===== src/sv/bbs_pkg.sv =====
// Shared constants, types and controller/datapath links for the broadcast schedule block.
`timescale 1ns / 1ps
`default_nettype none
package bbs_pkg;

    localparam int MAX_RANKS  = 1024;
    localparam int RANK_W     = 10;
    localparam int GS_W       = 11;
    localparam int BYTES_W    = 31;
    localparam int LVL_W      = 4;
    localparam int DIV_W      = 32;
    localparam int CNT_W      = $clog2(DIV_W);
    localparam int PROD_W     = BYTES_W + GS_W;
    localparam int CFG_ADDR_W = 3;
    localparam int CFG_DATA_W = 32;

    localparam logic REG_GROUP_SIZE = 1'b0;
    localparam logic REG_OWN_RANK   = 1'b1;

    localparam logic OP_RECV = 1'b0;
    localparam logic OP_SEND = 1'b1;

    localparam logic REQ_WHOLE   = 1'b0;
    localparam logic REQ_SCATTER = 1'b1;

    typedef enum logic [3:0] {
        ST_IDLE,
        ST_CHECK,
        ST_DIV,
        ST_RMUL_LO,
        ST_RMUL_HI,
        ST_REMIT,
        ST_SMUL,
        ST_SEMIT,
        ST_FLUSH
    } state_t;

    typedef struct packed {
        logic                   req_type;
        logic [RANK_W-1:0]      root_rank;
        logic [BYTES_W-1:0]     message_bytes;
    } req_t;

    typedef struct packed {
        logic                   op_kind;
        logic [RANK_W-1:0]      peer_rank;
        logic [BYTES_W-1:0]     byte_offset;
        logic [BYTES_W-1:0]     byte_length;
        logic                   last_op;
    } op_t;

    typedef struct packed {
        logic load;
        logic init;
        logic div_step;
        logic mul_start;
        logic mul_end;
        logic mul_send;
        logic recv_emit;
        logic send_emit;
        logic flush;
    } ctrl_cmd_t;

    typedef struct packed {
        logic trivial;
        logic is_root;
        logic div_last;
        logic lvl_zero;
        logic lvl_last;
        logic recv_has_op;
        logic send_has_op;
        logic pend_valid;
        logic out_free;
    } ctrl_stat_t;

endpackage
`default_nettype wire


===== src/sv/bbs_if.sv =====
// Request and operation channel interfaces.
`timescale 1ns / 1ps
`default_nettype none
interface bbs_in_if import bbs_pkg::*; ();
    logic                   valid;
    logic                   ready;
    logic                   req_type;
    logic [RANK_W-1:0]      root_rank;
    logic [BYTES_W-1:0]     message_bytes;

    modport source (output valid, output req_type, output root_rank, output message_bytes,
                    input ready);
    modport sink   (input valid, input req_type, input root_rank, input message_bytes,
                    output ready);
endinterface

interface bbs_out_if import bbs_pkg::*; ();
    logic                   valid;
    logic                   ready;
    logic                   op_kind;
    logic [RANK_W-1:0]      peer_rank;
    logic [BYTES_W-1:0]     byte_offset;
    logic [BYTES_W-1:0]     byte_length;
    logic                   last_op;

    modport source (output valid, output op_kind, output peer_rank, output byte_offset,
                    output byte_length, output last_op, input ready);
    modport sink   (input valid, input op_kind, input peer_rank, input byte_offset,
                    input byte_length, input last_op, output ready);
endinterface
`default_nettype wire


===== src/sv/binomial_broadcast_schedule_core.sv =====
// Binomial-tree broadcast schedule generator, top level.
//
// Requests arrive on in_ch (req_type, root_rank, message_bytes) with valid/ready;
// operations leave on out_ch, one item per transfer, in tree order: the receive
// from the parent first (non-root ranks), then sends to children, largest mask
// first. last_op marks the final operation of a request; a request that yields
// no operation produces no item.
// group_size and own_rank are set through the APB port (byte addresses 0 and 4)
// and must only change while no request is in flight.
// Sequence: one request is worked at a time. Load and check come first, then the
// chunk divider runs (one quotient bit per cycle), then the receive (start and
// end multiplies, then emit) and each tree level (multiply, then emit), and a
// flush step releases the final operation; the root skips the receive. Trivial
// requests return to idle after the check.
// The output register and a one-deep pending stage hold operations; a stall on
// out_ch holds the walk at the next emit step. A new request is taken as soon as
// the last operation is in the output register.
// Reset returns group_size to 1, own_rank to 0 and empties all stages.
`timescale 1ns / 1ps
`default_nettype none
module binomial_broadcast_schedule_core import bbs_pkg::*;
(
    input  wire logic                   clk,
    input  wire logic                   rst_n,
    bbs_in_if.sink                      in_ch,
    bbs_out_if.source                   out_ch,
    input  wire logic                   psel,
    input  wire logic                   penable,
    input  wire logic                   pwrite,
    input  wire logic [CFG_ADDR_W-1:0]  paddr,
    input  wire logic [CFG_DATA_W-1:0]  pwdata,
    output      logic [CFG_DATA_W-1:0]  prdata,
    output      logic                   pready
);

    logic [GS_W-1:0]   group_size;
    logic [RANK_W-1:0] own_rank;
    req_t              req;
    ctrl_cmd_t         cmd;
    ctrl_stat_t        stat;
    logic              out_valid;
    op_t               out_op;
    logic              in_ready;

    assign req.req_type      = in_ch.req_type;
    assign req.root_rank     = in_ch.root_rank;
    assign req.message_bytes = in_ch.message_bytes;
    assign in_ch.ready       = in_ready;

    bbs_cfg u_cfg (
        .clk        (clk),
        .rst_n      (rst_n),
        .psel       (psel),
        .penable    (penable),
        .pwrite     (pwrite),
        .paddr      (paddr),
        .pwdata     (pwdata),
        .prdata     (prdata),
        .pready     (pready),
        .group_size (group_size),
        .own_rank   (own_rank)
    );

    bbs_ctrl u_ctrl (
        .clk      (clk),
        .rst_n    (rst_n),
        .in_valid (in_ch.valid),
        .in_ready (in_ready),
        .stat     (stat),
        .cmd      (cmd)
    );

    bbs_dp u_dp (
        .clk        (clk),
        .rst_n      (rst_n),
        .group_size (group_size),
        .own_rank   (own_rank),
        .req        (req),
        .cmd        (cmd),
        .stat       (stat),
        .out_ready  (out_ch.ready),
        .out_valid  (out_valid),
        .out_op     (out_op)
    );

    assign out_ch.valid       = out_valid;
    assign out_ch.op_kind     = out_op.op_kind;
    assign out_ch.peer_rank   = out_op.peer_rank;
    assign out_ch.byte_offset = out_op.byte_offset;
    assign out_ch.byte_length = out_op.byte_length;
    assign out_ch.last_op     = out_op.last_op;

endmodule
`default_nettype wire


===== src/sv/bbs_cfg.sv =====
// APB configuration registers: group size and own rank.
`timescale 1ns / 1ps
`default_nettype none
module bbs_cfg import bbs_pkg::*;
(
    input  wire logic                   clk,
    input  wire logic                   rst_n,
    input  wire logic                   psel,
    input  wire logic                   penable,
    input  wire logic                   pwrite,
    input  wire logic [CFG_ADDR_W-1:0]  paddr,
    input  wire logic [CFG_DATA_W-1:0]  pwdata,
    output      logic [CFG_DATA_W-1:0]  prdata,
    output      logic                   pready,
    output      logic [GS_W-1:0]        group_size,
    output      logic [RANK_W-1:0]      own_rank
);

    logic [GS_W-1:0]   group_size_reg, group_size_next;
    logic [RANK_W-1:0] own_rank_reg, own_rank_next;
    logic              reg_idx;
    logic              wr_en;

    assign reg_idx = paddr[CFG_ADDR_W-1];
    assign wr_en   = psel & penable & pwrite;
    assign pready  = 1'b1;

    always_comb
    begin
        group_size_next = group_size_reg;
        own_rank_next   = own_rank_reg;
        if (wr_en)
        begin
            unique case (reg_idx)
                REG_GROUP_SIZE: group_size_next = pwdata[GS_W-1:0];
                REG_OWN_RANK:   own_rank_next   = pwdata[RANK_W-1:0];
                default:        group_size_next = group_size_reg;
            endcase
        end
    end

    always_comb
    begin
        unique case (reg_idx)
            REG_GROUP_SIZE: prdata = CFG_DATA_W'(group_size_reg);
            REG_OWN_RANK:   prdata = CFG_DATA_W'(own_rank_reg);
            default:        prdata = '0;
        endcase
    end

    always_ff @(posedge clk or negedge rst_n)
    begin
        if (!rst_n)
        begin
            group_size_reg <= GS_W'(1);
            own_rank_reg   <= '0;
        end
        else
        begin
            group_size_reg <= group_size_next;
            own_rank_reg   <= own_rank_next;
        end
    end

    assign group_size = group_size_reg;
    assign own_rank   = own_rank_reg;

endmodule
`default_nettype wire


===== src/sv/bbs_ctrl.sv =====
// Schedule controller: sequences load, divide, receive and send steps.
`timescale 1ns / 1ps
`default_nettype none
module bbs_ctrl import bbs_pkg::*;
(
    input  wire logic       clk,
    input  wire logic       rst_n,
    input  wire logic       in_valid,
    output      logic       in_ready,
    input  wire ctrl_stat_t stat,
    output      ctrl_cmd_t  cmd
);

    state_t state_reg, state_next;
    logic   recv_go;
    logic   send_go;
    logic   flush_go;

    assign recv_go  = !(stat.recv_has_op && stat.pend_valid && !stat.out_free);
    assign send_go  = !(stat.send_has_op && stat.pend_valid && !stat.out_free);
    assign flush_go = !stat.pend_valid || stat.out_free;

    always_comb
    begin
        state_next = state_reg;
        unique case (state_reg)
            ST_IDLE:    if (in_valid) state_next = ST_CHECK;
            ST_CHECK:   state_next = stat.trivial ? ST_IDLE : ST_DIV;
            ST_DIV:
            begin
                if (stat.div_last)
                    state_next = stat.is_root ? ST_SMUL : ST_RMUL_LO;
            end
            ST_RMUL_LO: state_next = ST_RMUL_HI;
            ST_RMUL_HI: state_next = ST_REMIT;
            ST_REMIT:
            begin
                if (recv_go)
                    state_next = stat.lvl_zero ? ST_FLUSH : ST_SMUL;
            end
            ST_SMUL:    state_next = ST_SEMIT;
            ST_SEMIT:
            begin
                if (send_go)
                    state_next = stat.lvl_last ? ST_FLUSH : ST_SMUL;
            end
            ST_FLUSH:   if (flush_go) state_next = ST_IDLE;
            default:    state_next = ST_IDLE;
        endcase
    end

    always_comb
    begin
        cmd      = '0;
        in_ready = 1'b0;
        unique case (state_reg)
            ST_IDLE:
            begin
                in_ready = 1'b1;
                cmd.load = in_valid;
            end
            ST_CHECK:   cmd.init      = !stat.trivial;
            ST_DIV:     cmd.div_step  = 1'b1;
            ST_RMUL_LO: cmd.mul_start = 1'b1;
            ST_RMUL_HI: cmd.mul_end   = 1'b1;
            ST_REMIT:   cmd.recv_emit = recv_go;
            ST_SMUL:    cmd.mul_send  = 1'b1;
            ST_SEMIT:   cmd.send_emit = send_go;
            ST_FLUSH:   cmd.flush     = flush_go;
            default:    cmd           = '0;
        endcase
    end

    always_ff @(posedge clk or negedge rst_n)
    begin
        if (!rst_n)
            state_reg <= ST_IDLE;
        else
            state_reg <= state_next;
    end

endmodule
`default_nettype wire


===== src/sv/bbs_dp.sv =====
// Schedule datapath: chunk divider, offset multiplier, tree walk and output staging.
`timescale 1ns / 1ps
`default_nettype none
module bbs_dp import bbs_pkg::*;
(
    input  wire logic              clk,
    input  wire logic              rst_n,
    input  wire logic [GS_W-1:0]   group_size,
    input  wire logic [RANK_W-1:0] own_rank,
    input  wire req_t              req,
    input  wire ctrl_cmd_t         cmd,
    output      ctrl_stat_t        stat,
    input  wire logic              out_ready,
    output      logic              out_valid,
    output      op_t               out_op
);

    // smallest level whose power of two reaches n
    function automatic logic [LVL_W-1:0] lvl_ceil(input logic [GS_W-1:0] n);
        logic [LVL_W-1:0] res;
        logic [GS_W:0]    pw;
        res = LVL_W'(GS_W);
        for (int i = GS_W - 1; i >= 0; i--)
        begin
            pw = (GS_W+1)'(1) << i;
            if (pw >= {1'b0, n})
                res = LVL_W'(i);
        end
        return res;
    endfunction

    // position of lowest set bit
    function automatic logic [LVL_W-1:0] low_bit(input logic [RANK_W-1:0] v);
        logic [LVL_W-1:0] res;
        res = '0;
        for (int i = RANK_W - 1; i >= 0; i--)
        begin
            if (v[i])
                res = LVL_W'(i);
        end
        return res;
    endfunction

    logic                   scatter_reg, scatter_next;
    logic [RANK_W-1:0]      root_reg, root_next;
    logic [BYTES_W-1:0]     nbytes_reg, nbytes_next;
    logic [RANK_W-1:0]      r_reg, r_next;
    logic [LVL_W-1:0]       lvl_reg, lvl_next;
    logic [GS_W-1:0]        rem_reg, rem_next;
    logic [DIV_W-1:0]       quo_reg, quo_next;
    logic [CNT_W-1:0]       cnt_reg, cnt_next;
    logic [PROD_W-1:0]      start_reg, start_next;
    logic [PROD_W-1:0]      prod_reg, prod_next;
    logic [BYTES_W-1:0]     curr_reg, curr_next;
    op_t                    pend_reg, pend_next;
    logic                   pend_valid_reg, pend_valid_next;
    op_t                    out_reg, out_next;
    logic                   out_valid_reg, out_valid_next;

    logic [GS_W-1:0]        n_eff;
    logic [GS_W-1:0]        rank_ext;
    logic [GS_W-1:0]        root_ext;
    logic                   is_root;
    logic [RANK_W-1:0]      r_init;
    logic [DIV_W-1:0]       dividend;
    logic [GS_W:0]          div_trial;
    logic                   div_ge;
    logic [BYTES_W-1:0]     chunk;
    logic [LVL_W-1:0]       lvl_dec;
    logic [GS_W-1:0]        m_cur;
    logic [GS_W-1:0]        cm;
    logic [GS_W-1:0]        child_rel;
    logic [GS_W-1:0]        dst_sum;
    logic [GS_W-1:0]        dst;
    logic [GS_W-1:0]        src;
    logic [GS_W-1:0]        mul_b;
    logic [PROD_W-1:0]      prod;
    logic [PROD_W-1:0]      nb_ext;
    logic                   start_lt;
    logic [PROD_W-1:0]      end_min;
    logic [BYTES_W-1:0]     recv_len;
    logic [PROD_W-1:0]      keep;
    logic                   curr_gt;
    logic                   recv_has_op;
    logic                   send_has_op;
    op_t                    recv_op;
    op_t                    send_op;
    op_t                    new_op;
    logic                   new_has_op;
    logic                   out_free;

    assign n_eff    = (group_size > GS_W'(MAX_RANKS)) ? GS_W'(MAX_RANKS) : group_size;
    assign rank_ext = {1'b0, own_rank};
    assign root_ext = {1'b0, root_reg};
    assign is_root  = (own_rank == root_reg);
    assign r_init   = (rank_ext >= root_ext) ? RANK_W'(rank_ext - root_ext)
                                             : RANK_W'(rank_ext + n_eff - root_ext);
    assign dividend = DIV_W'(nbytes_reg) + DIV_W'(n_eff) - DIV_W'(1);

    assign div_trial = {rem_reg, quo_reg[DIV_W-1]};
    assign div_ge    = div_trial >= {1'b0, n_eff};
    assign chunk     = quo_reg[BYTES_W-1:0];

    assign lvl_dec   = lvl_reg - LVL_W'(1);
    assign m_cur     = GS_W'(1) << lvl_reg;
    assign cm        = GS_W'(1) << lvl_dec;
    assign child_rel = {1'b0, r_reg} + cm;
    assign dst_sum   = rank_ext + cm;
    assign dst       = (dst_sum >= n_eff) ? dst_sum - n_eff : dst_sum;
    assign src       = (rank_ext >= m_cur) ? rank_ext - m_cur : rank_ext + n_eff - m_cur;

    always_comb
    begin
        mul_b = {1'b0, r_reg};
        if (cmd.mul_end)
            mul_b = {1'b0, r_reg} + m_cur;
        else if (cmd.mul_send)
            mul_b = child_rel;
    end

    assign prod = PROD_W'(chunk) * PROD_W'(mul_b);

    assign nb_ext   = PROD_W'(nbytes_reg);
    assign start_lt = start_reg < nb_ext;
    assign end_min  = (prod_reg > nb_ext) ? nb_ext : prod_reg;
    assign recv_len = BYTES_W'(end_min - start_reg);
    assign keep     = PROD_W'(chunk) << lvl_dec;
    assign curr_gt  = PROD_W'(curr_reg) > keep;

    assign recv_has_op = (scatter_reg == REQ_WHOLE) || start_lt;
    assign send_has_op = (child_rel < n_eff) && ((scatter_reg == REQ_WHOLE) || curr_gt);

    always_comb
    begin
        recv_op.op_kind     = OP_RECV;
        recv_op.peer_rank   = src[RANK_W-1:0];
        recv_op.byte_offset = scatter_reg ? start_reg[BYTES_W-1:0] : '0;
        recv_op.byte_length = scatter_reg ? recv_len : nbytes_reg;
        recv_op.last_op     = 1'b0;

        send_op.op_kind     = OP_SEND;
        send_op.peer_rank   = dst[RANK_W-1:0];
        send_op.byte_offset = scatter_reg ? prod_reg[BYTES_W-1:0] : '0;
        send_op.byte_length = scatter_reg ? curr_reg - keep[BYTES_W-1:0] : nbytes_reg;
        send_op.last_op     = 1'b0;

        new_op     = cmd.recv_emit ? recv_op : send_op;
        new_has_op = (cmd.recv_emit && recv_has_op) || (cmd.send_emit && send_has_op);
    end

    assign out_free = !out_valid_reg || out_ready;

    always_comb
    begin
        scatter_next    = scatter_reg;
        root_next       = root_reg;
        nbytes_next     = nbytes_reg;
        r_next          = r_reg;
        lvl_next        = lvl_reg;
        rem_next        = rem_reg;
        quo_next        = quo_reg;
        cnt_next        = cnt_reg;
        start_next      = start_reg;
        prod_next       = prod_reg;
        curr_next       = curr_reg;
        pend_next       = pend_reg;
        pend_valid_next = pend_valid_reg;
        out_next        = out_reg;
        out_valid_next  = out_valid_reg && !out_ready;

        if (cmd.load)
        begin
            scatter_next = req.req_type;
            root_next    = req.root_rank;
            nbytes_next  = req.message_bytes;
        end

        if (cmd.init)
        begin
            r_next    = r_init;
            lvl_next  = is_root ? lvl_ceil(n_eff) : low_bit(r_init);
            rem_next  = '0;
            quo_next  = dividend;
            cnt_next  = '0;
            curr_next = is_root ? nbytes_reg : '0;
        end

        if (cmd.div_step)
        begin
            rem_next = div_ge ? GS_W'(div_trial - {1'b0, n_eff}) : div_trial[GS_W-1:0];
            quo_next = {quo_reg[DIV_W-2:0], div_ge};
            cnt_next = cnt_reg + CNT_W'(1);
        end

        if (cmd.mul_start)
            start_next = prod;
        if (cmd.mul_end || cmd.mul_send)
            prod_next = prod;

        if (cmd.recv_emit && scatter_reg)
            curr_next = start_lt ? recv_len : '0;

        if (cmd.send_emit)
        begin
            lvl_next = lvl_dec;
            if (send_has_op && scatter_reg)
                curr_next = keep[BYTES_W-1:0];
        end

        if (new_has_op)
        begin
            if (pend_valid_reg)
            begin
                out_next       = pend_reg;
                out_valid_next = 1'b1;
            end
            pend_next       = new_op;
            pend_valid_next = 1'b1;
        end

        if (cmd.flush && pend_valid_reg)
        begin
            out_next         = pend_reg;
            out_next.last_op = 1'b1;
            out_valid_next   = 1'b1;
            pend_valid_next  = 1'b0;
        end
    end

    always_ff @(posedge clk or negedge rst_n)
    begin
        if (!rst_n)
        begin
            pend_valid_reg <= 1'b0;
            out_valid_reg  <= 1'b0;
        end
        else
        begin
            pend_valid_reg <= pend_valid_next;
            out_valid_reg  <= out_valid_next;
        end
    end

    always_ff @(posedge clk)
    begin
        scatter_reg <= scatter_next;
        root_reg    <= root_next;
        nbytes_reg  <= nbytes_next;
        r_reg       <= r_next;
        lvl_reg     <= lvl_next;
        rem_reg     <= rem_next;
        quo_reg     <= quo_next;
        cnt_reg     <= cnt_next;
        start_reg   <= start_next;
        prod_reg    <= prod_next;
        curr_reg    <= curr_next;
        pend_reg    <= pend_next;
        out_reg     <= out_next;
    end

    always_comb
    begin
        stat.trivial     = (n_eff <= GS_W'(1)) || (nbytes_reg == '0)
                           || (rank_ext >= n_eff) || (root_ext >= n_eff);
        stat.is_root     = is_root;
        stat.div_last    = (cnt_reg == {CNT_W{1'b1}});
        stat.lvl_zero    = (lvl_reg == '0);
        stat.lvl_last    = (lvl_reg == LVL_W'(1));
        stat.recv_has_op = recv_has_op;
        stat.send_has_op = send_has_op;
        stat.pend_valid  = pend_valid_reg;
        stat.out_free    = out_free;
    end

    assign out_valid = out_valid_reg;
    assign out_op    = out_reg;

endmodule
`default_nettype wire

===== src/flat_wrapper.sv =====
// flat-port wrapper written by rule: the top's interface ports become plain ports
module binomial_broadcast_schedule_core_flat import bbs_pkg::*;
  (clk, rst_n, psel, penable, pwrite, paddr, pwdata, prdata, pready, in_ch_valid, in_ch_req_type, in_ch_root_rank, in_ch_message_bytes, in_ch_ready, out_ch_valid, out_ch_op_kind, out_ch_peer_rank, out_ch_byte_offset, out_ch_byte_length, out_ch_last_op, out_ch_ready);
  bbs_in_if in_ch_i ();
  bbs_out_if out_ch_i ();
  input  wire logic clk;
  input  wire logic rst_n;
  input  wire logic psel;
  input  wire logic penable;
  input  wire logic pwrite;
  input  wire logic [CFG_ADDR_W-1:0] paddr;
  input  wire logic [CFG_DATA_W-1:0] pwdata;
  output      logic [CFG_DATA_W-1:0] prdata;
  output      logic pready;
  input wire logic [$bits(in_ch_i.valid)-1:0] in_ch_valid;
  input wire logic [$bits(in_ch_i.req_type)-1:0] in_ch_req_type;
  input wire logic [$bits(in_ch_i.root_rank)-1:0] in_ch_root_rank;
  input wire logic [$bits(in_ch_i.message_bytes)-1:0] in_ch_message_bytes;
  output wire logic [$bits(in_ch_i.ready)-1:0] in_ch_ready;
  output wire logic [$bits(out_ch_i.valid)-1:0] out_ch_valid;
  output wire logic [$bits(out_ch_i.op_kind)-1:0] out_ch_op_kind;
  output wire logic [$bits(out_ch_i.peer_rank)-1:0] out_ch_peer_rank;
  output wire logic [$bits(out_ch_i.byte_offset)-1:0] out_ch_byte_offset;
  output wire logic [$bits(out_ch_i.byte_length)-1:0] out_ch_byte_length;
  output wire logic [$bits(out_ch_i.last_op)-1:0] out_ch_last_op;
  input wire logic [$bits(out_ch_i.ready)-1:0] out_ch_ready;
  assign in_ch_i.valid = in_ch_valid;
  assign in_ch_i.req_type = in_ch_req_type;
  assign in_ch_i.root_rank = in_ch_root_rank;
  assign in_ch_i.message_bytes = in_ch_message_bytes;
  assign in_ch_ready = in_ch_i.ready;
  assign out_ch_valid = out_ch_i.valid;
  assign out_ch_op_kind = out_ch_i.op_kind;
  assign out_ch_peer_rank = out_ch_i.peer_rank;
  assign out_ch_byte_offset = out_ch_i.byte_offset;
  assign out_ch_byte_length = out_ch_i.byte_length;
  assign out_ch_last_op = out_ch_i.last_op;
  assign out_ch_i.ready = out_ch_ready;
  binomial_broadcast_schedule_core u_core (.clk(clk), .rst_n(rst_n), .in_ch(in_ch_i), .out_ch(out_ch_i), .psel(psel), .penable(penable), .pwrite(pwrite), .paddr(paddr), .pwdata(pwdata), .prdata(prdata), .pready(pready));
endmodule

===== config.mk =====
export PLATFORM = sky130hd
export DESIGN_NAME = binomial_broadcast_schedule_core_flat
export DESIGN_NICKNAME = d
export VERILOG_FILES = /design/src/sv/bbs_pkg.sv /design/src/sv/bbs_if.sv /design/src/sv/binomial_broadcast_schedule_core.sv /design/src/sv/bbs_cfg.sv /design/src/sv/bbs_ctrl.sv /design/src/sv/bbs_dp.sv /design/src/flat_wrapper.sv
export SDC_FILE = /design/constraint.sdc
export NUM_CORES = 2
export LEC_CHECK = 0
export BUFFER_PORTS_ARGS = -buffer_cell sky130_fd_sc_hd__buf_2
export CELL_PAD_IN_SITES_DETAIL_PLACEMENT = 0
export CELL_PAD_IN_SITES_GLOBAL_PLACEMENT = 1
export CORE_ASPECT_RATIO = 0.8
export CORE_MARGIN = 1
export CORE_UTILIZATION = 50
export DETAILED_ROUTE_END_ITERATION = 10
export GPL_TIMING_DRIVEN = 0
export PLACE_DENSITY_LB_ADDON = 0.2
export SETUP_SLACK_MARGIN = 0.15
export SLEW_MARGIN = 20
export SYNTH_ARGS = -nofsm -noshare
export SYNTH_HDL_FRONTEND = slang
export SYNTH_SLANG_ARGS = --single-unit

===== constraint.sdc =====
create_clock -name clk -period 15.85 [get_ports clk]
set_clock_uncertainty 0.15 [all_clocks]
set_input_delay 0.7925 -clock clk [delete_from_list [all_inputs] [get_ports clk]]
set_output_delay 0.7925 -clock clk [all_outputs]
set_load 0.005 [all_outputs]

* Yosys cells after proc, flatten, opt, wreduce, memory -nomap -nowiden *
Cells that the tools add are included.
Widths: inputs -> output; s select.

word-level totals
  register bits = 394
  output and inout bits = 109
  bits of input ports = 84
  word-level logic and storage cells = 206

cells by class
  eq/ne operators = 16
  bitwise operators = 4
  shifts and indexed selects = 3
  muxes and demuxes = 78
  add/subtract/negate cells = 16
  multipliers = 1
  reduce and logical (&&, ||, !) cells = 39
  $lt $le $gt $ge = 23

operator list
  operator               number
  $mux 31                11
  $mux 74                4
  $mux 4                 30
  $mux 11                6
  $mux 32                2
  $pmux 32 s2            1
  $sub 31x31->31         2
  $sub 10x10->10         5
  $gt 31x42->1           1
  $gt 42x31->1           1
  $lt 42x31->1           1
  $mul 31x11->42         1
  $shl 31x4->42          1
  $pmux 4 s9             1
  $add 10x11->11         3
  $ge 10x11->1           3
  $add 31x11->32         1
  $sub 32x1->32 const B  1
  $logic_not 31->1       1
  $mux 10                3
  $shl 1x4->11 const A   2
  $eq 4x3->1 const B     4
  $mux 1                 16
  $ge 12x11->1           1
  39 further kinds       78

* Depth between registers and ports, before layout *
  depth in word-level cells = 18
  depth in mapped cells = 42
  gate-level depth less buffers = 38

* Modules after synthesis *
A second synthesis with hierarchy kept.

second synthesis, totals
  cells, all modules = 4,310
  area total of the unflattened synthesis = 40,161.0 um^2

modules (own cells, without submodules)
  module    cells an instance  seq. area each (um^2)  times used  area each (um^2)
  bbs_dp    4,179              10,720.3               1           38,595.8
  bbs_cfg   81                 526.8                  1           1,153.6
  bbs_ctrl  50                 100.1                  1           411.6

* Worst setup path after synthesis *
Ideal clock, no wire load.

  path kind = flip-flop to flip-flop
  start = register u_core.u_dp.lvl_reg[0]
  end = register u_core.u_dp.out_reg, in the netlist u_core.u_dp.out_op[10], enable pin
  path slack = 4,813 ps
  library setup time = 463 ps
  clock period less this slack = 11,037 ps
  cell stages (with the launch flop) = 29
  arrival time = 10,425 ps
  buffers on the path = 4
  data required time = 15,237 ps
  cell sequence = edfxtp_1 -> buf_6 -> inv_1 -> clkbuf_1 -> ha_1 -> or2_2 -> o21ai_2 -> a22o_1 -> clkbuf_1 -> and2_1 -> ha_1 -> fa_1 -> and2_1 -> maj3_1 -> and2_1 -> a2111oi_4 -> nor2_1 -> maj3_2 -> a211o_1 -> and2_1 -> ha_1 -> nand4_1 -> nor2_1 -> a211oi_1 -> o21ai_0 -> nand4b_1 -> a21oi_2 -> o21a_1 -> clkbuf_1

between the ends
  word-level cells in the longest chain between the ends = 13
  elaborated cells between the ends (all ways) = 16
  those cells by class = 2 x add/sub; 2 x order compare; 2 x shift; 1 x mux; 9 x reduce/logical

ends and longest elaborated chain
  item                                                     RTL line                      RTL
  start, declared                                          bbs_dp.sv:48                  logic [LVL_W-1:0] lvl_reg, lvl_next;
  start signal, assigned                                   bbs_dp.sv:250                 lvl_reg <= lvl_next;
  $sub 4x1->4 (*)                                          bbs_dp.sv:104                 assign lvl_dec = lvl_reg - LVL_W'(1);
  $shl 1x4->11 / $shl 31x4->42 (equally long branches)     bbs_dp.sv:106, bbs_dp.sv:127
  $add 10x11->11 / $gt 31x42->1 (equally long branches)    bbs_dp.sv:107, bbs_dp.sv:128
  $lt 11x11->1 / $logic_or 1x1->1 (equally long branches)  bbs_dp.sv:131                 assign send_has_op = (child_rel < n_eff) && ((scatter_reg == REQ_WHOLE) || curr_gt);
  $logic_and 1x1->1 (*)                                    bbs_dp.sv:131
  $logic_and 1x1->1 (2 in a row)                           bbs_ctrl.sv:20                assign send_go = !(stat.send_has_op && stat.pend_valid && !stat.out_free);
  $logic_not 1->1                                          bbs_ctrl.sv:20
  $mux 1                                                   bbs_ctrl.sv:56                unique case (state_reg)
  $logic_and 1x1->1 (*)                                    bbs_dp.sv:148                 new_has_op = (cmd.recv_emit && recv_has_op) || (cmd.send_emit && send_has_op);
  $logic_or 1x1->1 (*)                                     bbs_dp.sv:148
  via u_core.u_dp.new_has_op                               bbs_dp.sv:89                  logic new_has_op;
  $reduce_bool 2->1 (no source line) (*)                   -
  $reduce_and 2->1 (no source line) (*)                    -
  end signal, assigned                                     bbs_dp.sv:258                 out_reg <= out_next;
  end, declared                                            bbs_dp.sv:57                  op_t out_reg, out_next;

Mark *: on every way through the listed nets, which the timed path passes. The rest lies on a longest branch.
A chain may end at the register's enable or synchronous reset.

* Worst setup path after layout *
  start = register u_core.u_dp.lvl_reg[0]
  end = register u_core.u_dp.prod_reg[41], data pin

between the ends
  word-level cells in the longest chain between the ends = 6
  elaborated cells between the ends (all ways) = 8
  those cells by class = 3 x add/sub; 1 x mul; 2 x shift; 2 x mux

ends and longest elaborated chain
  item                      RTL line       RTL
  $sub 4x1->4               bbs_dp.sv:104
  $shl 1x4->11              bbs_dp.sv:106  assign cm = GS_W'(1) << lvl_dec;
  $add 10x11->11            bbs_dp.sv:107  assign child_rel = {1'b0, r_reg} + cm;
  $mux 11                   bbs_dp.sv:117  else if (cmd.mul_send)
  $mux 11 (*)               bbs_dp.sv:115  if (cmd.mul_end)
  $mul 31x11->42 (*)        bbs_dp.sv:121  assign prod = PROD_W'(chunk) * PROD_W'(mul_b);
  via u_core.u_dp.prod[41]  bbs_dp.sv:77   logic [PROD_W-1:0] prod;
  end signal, assigned      bbs_dp.sv:255  prod_reg <= prod_next;
  end, declared             bbs_dp.sv:53   logic [PROD_W-1:0] prod_reg, prod_next;

Marked as above.

==> results.toml <==
[logic_synthesis]
synthesis.instances = 4409
async_reset_ff_share_pct = 6.87
syn_area_um2 = 40200
synthDistinctLibCells = 90
synthFlopType = "sky130_fd_sc_hd__edfxtp_1"
syn-mean-instance-area_um2 = 9.12
seq_area_frac_synth_pct = 28.2
yosysWarningCount = 0
postSynthRegisterBits = 393
synth_enable_flop_cells = 334

[placement]
post-dp-hpwl_mm = 108
globalplace.congestion = 1.00
port-buffer-count = 147

[grt]
grt_pass1_vias = 32000
grt_start_max_net_pins = 56
groute.usage.overall_pct = 32.8
global_route_wire_length_before_repair_mm = 202
grt_antenna_before_repair = 1
gr-total-overflow = 0

[timing]
timing.final.crit_share_pct = 80.0
max_slew.worst_pin.slew_ns = 1.16
post_route_setup_tns_ns = 0
grt_setup_unrepaired = "false"
timing.final.max_slew_violations = 0
timing.final.hold_violations = 0
fin_crit_ns = 12.68
finalSetupViolations = 0
max_slew_margin_pct = 22.5
max_clock_freq_mhz = 78.9

[floorplanning]
fp.coreArea_um2 = 79200
fp.dieArea_um2 = 81500
chipWidth_um = 319
placementRows = 92
num_io_pins = 193
initial_utilization_pct = 50.8
die_h_um = 256

[detailed_routing]
route.antenna.remaining_nets = 0
drtIter0Drc = 3607
first_pass_iters = 6
avgViaCountPerCell = 5.98
vias = 34100
routedWlPerCell_um = 23.6
drt_drc_violations_left = 0
wl_mm = 134

[critical_path]
r2r_slack_ns = 3.17
cp_max_fo = 12
critPathRequiredTime_ns = 15.98
arr_time_crit_path_ns = 12.81
r2r-start = "u_core.u_dp.lvl_reg[0]$_DFFE_PP_"
worst_path_max_delay_cell = "sky130_fd_sc_hd__a21oi_1"
critical_path.endpoint_type = "flip-flop"
setup.worst_path.class = "flip-flop to flip-flop"
worst_path_largest_cell_delay_ns = 0.60
startpoint_type = "flip-flop"
crit_path_start = "u_core.u_dp.lvl_reg[0]$_DFFE_PP_"
path_common_cell = "sky130_fd_sc_hd__fa_1"

[status]
run_status = "finished, final reports clean"

[cts]
cts-root-buf = "sky130_fd_sc_hd__clkbuf_16"
clock_path_buffers = 3
cts_hold_buffers = 0
cts.htree.levels = 2
cts_buffers = 45
clock_insertion_delay_worst_skew_ns = 0.65
clkSinkCount = 393
cts_repair_resize_count = 0
clkTransAtPathRegs_ns = 0.06
number_of_buffers_inserted_by_post_cts_setup_repair = 0
tritoncts = "yes"

[run]
count_of_maximum_capacitance_violations = 0

[finish]
finish.net_count = 5366
layout_cell_share_with_drive_strength_beyond_1_pct = 8.06
number_of_flip_flops_under_the_largest_register_name = 74
synthToLayoutAreaGrowth_pct = 9.40

[worst_hold_path]
worstHoldPathType = "input pin to async pin"
==> cells in the mapped netlist (14+ instances only) <==
cell type	count	area, um2
sky130_fd_sc_hd__dfrtp_1	26	651
sky130_fd_sc_hd__a31oi_1	32	200
sky130_fd_sc_hd__nor2b_1	54	338
sky130_fd_sc_hd__nor2_1	331	1240
sky130_fd_sc_hd__clkbuf_1	161	604
sky130_fd_sc_hd__nand4_1	33	206
sky130_fd_sc_hd__a21boi_0	17	128
sky130_fd_sc_hd__ha_1	380	4750
sky130_fd_sc_hd__xnor2_1	112	981
sky130_fd_sc_hd__o21a_1	42	315
sky130_fd_sc_hd__and3_1	32	200
sky130_fd_sc_hd__fa_1	272	5450
sky130_fd_sc_hd__and2_1	170	1060
sky130_fd_sc_hd__nand3_1	73	365
sky130_fd_sc_hd__o211ai_1	28	210
sky130_fd_sc_hd__inv_1	436	1640
sky130_fd_sc_hd__nor3_1	52	260
sky130_fd_sc_hd__o22ai_1	16	100
sky130_fd_sc_hd__dfxtp_1	32	641
sky130_fd_sc_hd__mux2_2	48	541
sky130_fd_sc_hd__edfxtp_1	334	10000
sky130_fd_sc_hd__o21bai_1	20	150
sky130_fd_sc_hd__buf_4	25	188
sky130_fd_sc_hd__a21oi_1	295	1480
sky130_fd_sc_hd__a22oi_1	28	210
sky130_fd_sc_hd__a21o_1	87	653
sky130_fd_sc_hd__nand2_1	525	1970
sky130_fd_sc_hd__a211oi_1	40	300
sky130_fd_sc_hd__mux2i_1	90	901
sky130_fd_sc_hd__xor2_1	64	561
sky130_fd_sc_hd__nand2b_1	34	213
sky130_fd_sc_hd__o21ai_0	223	1120
sky130_fd_sc_hd__o31ai_1	35	263
sky130_fd_sc_hd__nor4_1	25	156
sky130_fd_sc_hd__mux4_2	14	315
==> through the flow <==
stage               area [um2]  hold WS, ns  setup slack (ns)  utilization (%)  std cells
floorplan                40300        0.316              4.81                -       4429
finish                   44000       0.0872              3.17             55.5       5699
global route             44000        0.104              2.29             55.5       5698
global placement         42300        0.307              1.92             53.4       5610
detailed placement       42500        0.310              3.25             53.7       5617
CTS                      44000       0.0721              3.17             55.5       5698
==> cell families after synthesis <==
family / after synthesis / share of synthesized area (%)
adders and majority gates: 658 / 25.5
DFF: 393 / 28.2
and+or+nand+nor: 1405 / 16.4
xor gates and xnor gates: 176 / 3.83
other: 2 / 0.0187
buffers and inverters: 657 / 6.47
muxes: 152 / 4.37
AOI/OAI and AO/OA: 966 / 15.1
==> worst paths after layout <==
kind | to | depth (start not counted)
max in group asynchronous | u_core.u_dp.pend_valid_reg$_DFFE_PN0P_ | 1
worst max register to register | u_core.u_dp.prod_reg[41]$_DFFE_PN_ | 39
worst min register to register | u_core.u_dp.out_op[0]$_SDFFE_PP1P_ | 1
worst min-delay path | u_core.u_ctrl.state_reg[1]$_DFFE_PN0P_ | 1
min in group clk | u_core.u_dp.root_reg[4]$_DFFE_PP_ | 1
worst max-delay path | u_core.u_dp.prod_reg[41]$_DFFE_PN_ | 39
==> layout by cell type, fill, tap and decap left out, types with 52 or more instances in the layout <==
cell / n
sky130_fd_sc_hd__nand2_1: 525
sky130_fd_sc_hd__inv_1: 435
sky130_fd_sc_hd__ha_1: 380
sky130_fd_sc_hd__edfxtp_1: 334
sky130_fd_sc_hd__nor2_1: 331
sky130_fd_sc_hd__a21oi_1: 295
sky130_fd_sc_hd__fa_1: 272
sky130_fd_sc_hd__o21ai_0: 222
sky130_fd_sc_hd__clkbuf_1: 170
sky130_fd_sc_hd__and2_1: 169
sky130_fd_sc_hd__buf_2: 161
sky130_fd_sc_hd__xnor2_1: 112
sky130_fd_sc_hd__mux2i_1: 90
sky130_fd_sc_hd__a21o_1: 87
sky130_fd_sc_hd__nand3_1: 73
sky130_fd_sc_hd__xor2_1: 64
sky130_fd_sc_hd__nor2b_1: 54
sky130_fd_sc_hd__nor3_1: 52
==> layout make-up <==
type / count / area (um2)
Antenna cell: 1 / 2.50
Buffer: 219 / 965
Clock buffer: 57 / 1170
Clock inverter: 24 / 284
Fill cell: 7315 / 35200
Inverter: 438 / 1640
Multi-Input combinational cell: 3379 / 26400
Sequential cell: 393 / 11300
Tap cell: 1034 / 1290
Timing Repair Buffer: 154 / 891
==> routing by layer <==
metal	vias to the layer above	wire length (um)	track usage [%]
met4	2	5130	11.4
met5	-	9	0
met1	16500	60200	48.4
li1	15700	-	-
met3	223	14300	7.50
met2	1639	54600	46.9
==> worst max-delay path: cells and delay by family (launching register included) <==
kind,cells,cell delay [ns]
adder cells (fa/ha/maj),10,4.45
AND/OR/NAND/NOR,6,1.37
AO/OA/AOI/OAI,14,3.90
flip-flops,1,0.50
multiplexers,2,0.33
buffers and inverters,7,1.58
Power is left out: the tool's default activity adds up to more than one toggle a clock period on the data nets, which glitch-free logic cannot reach.
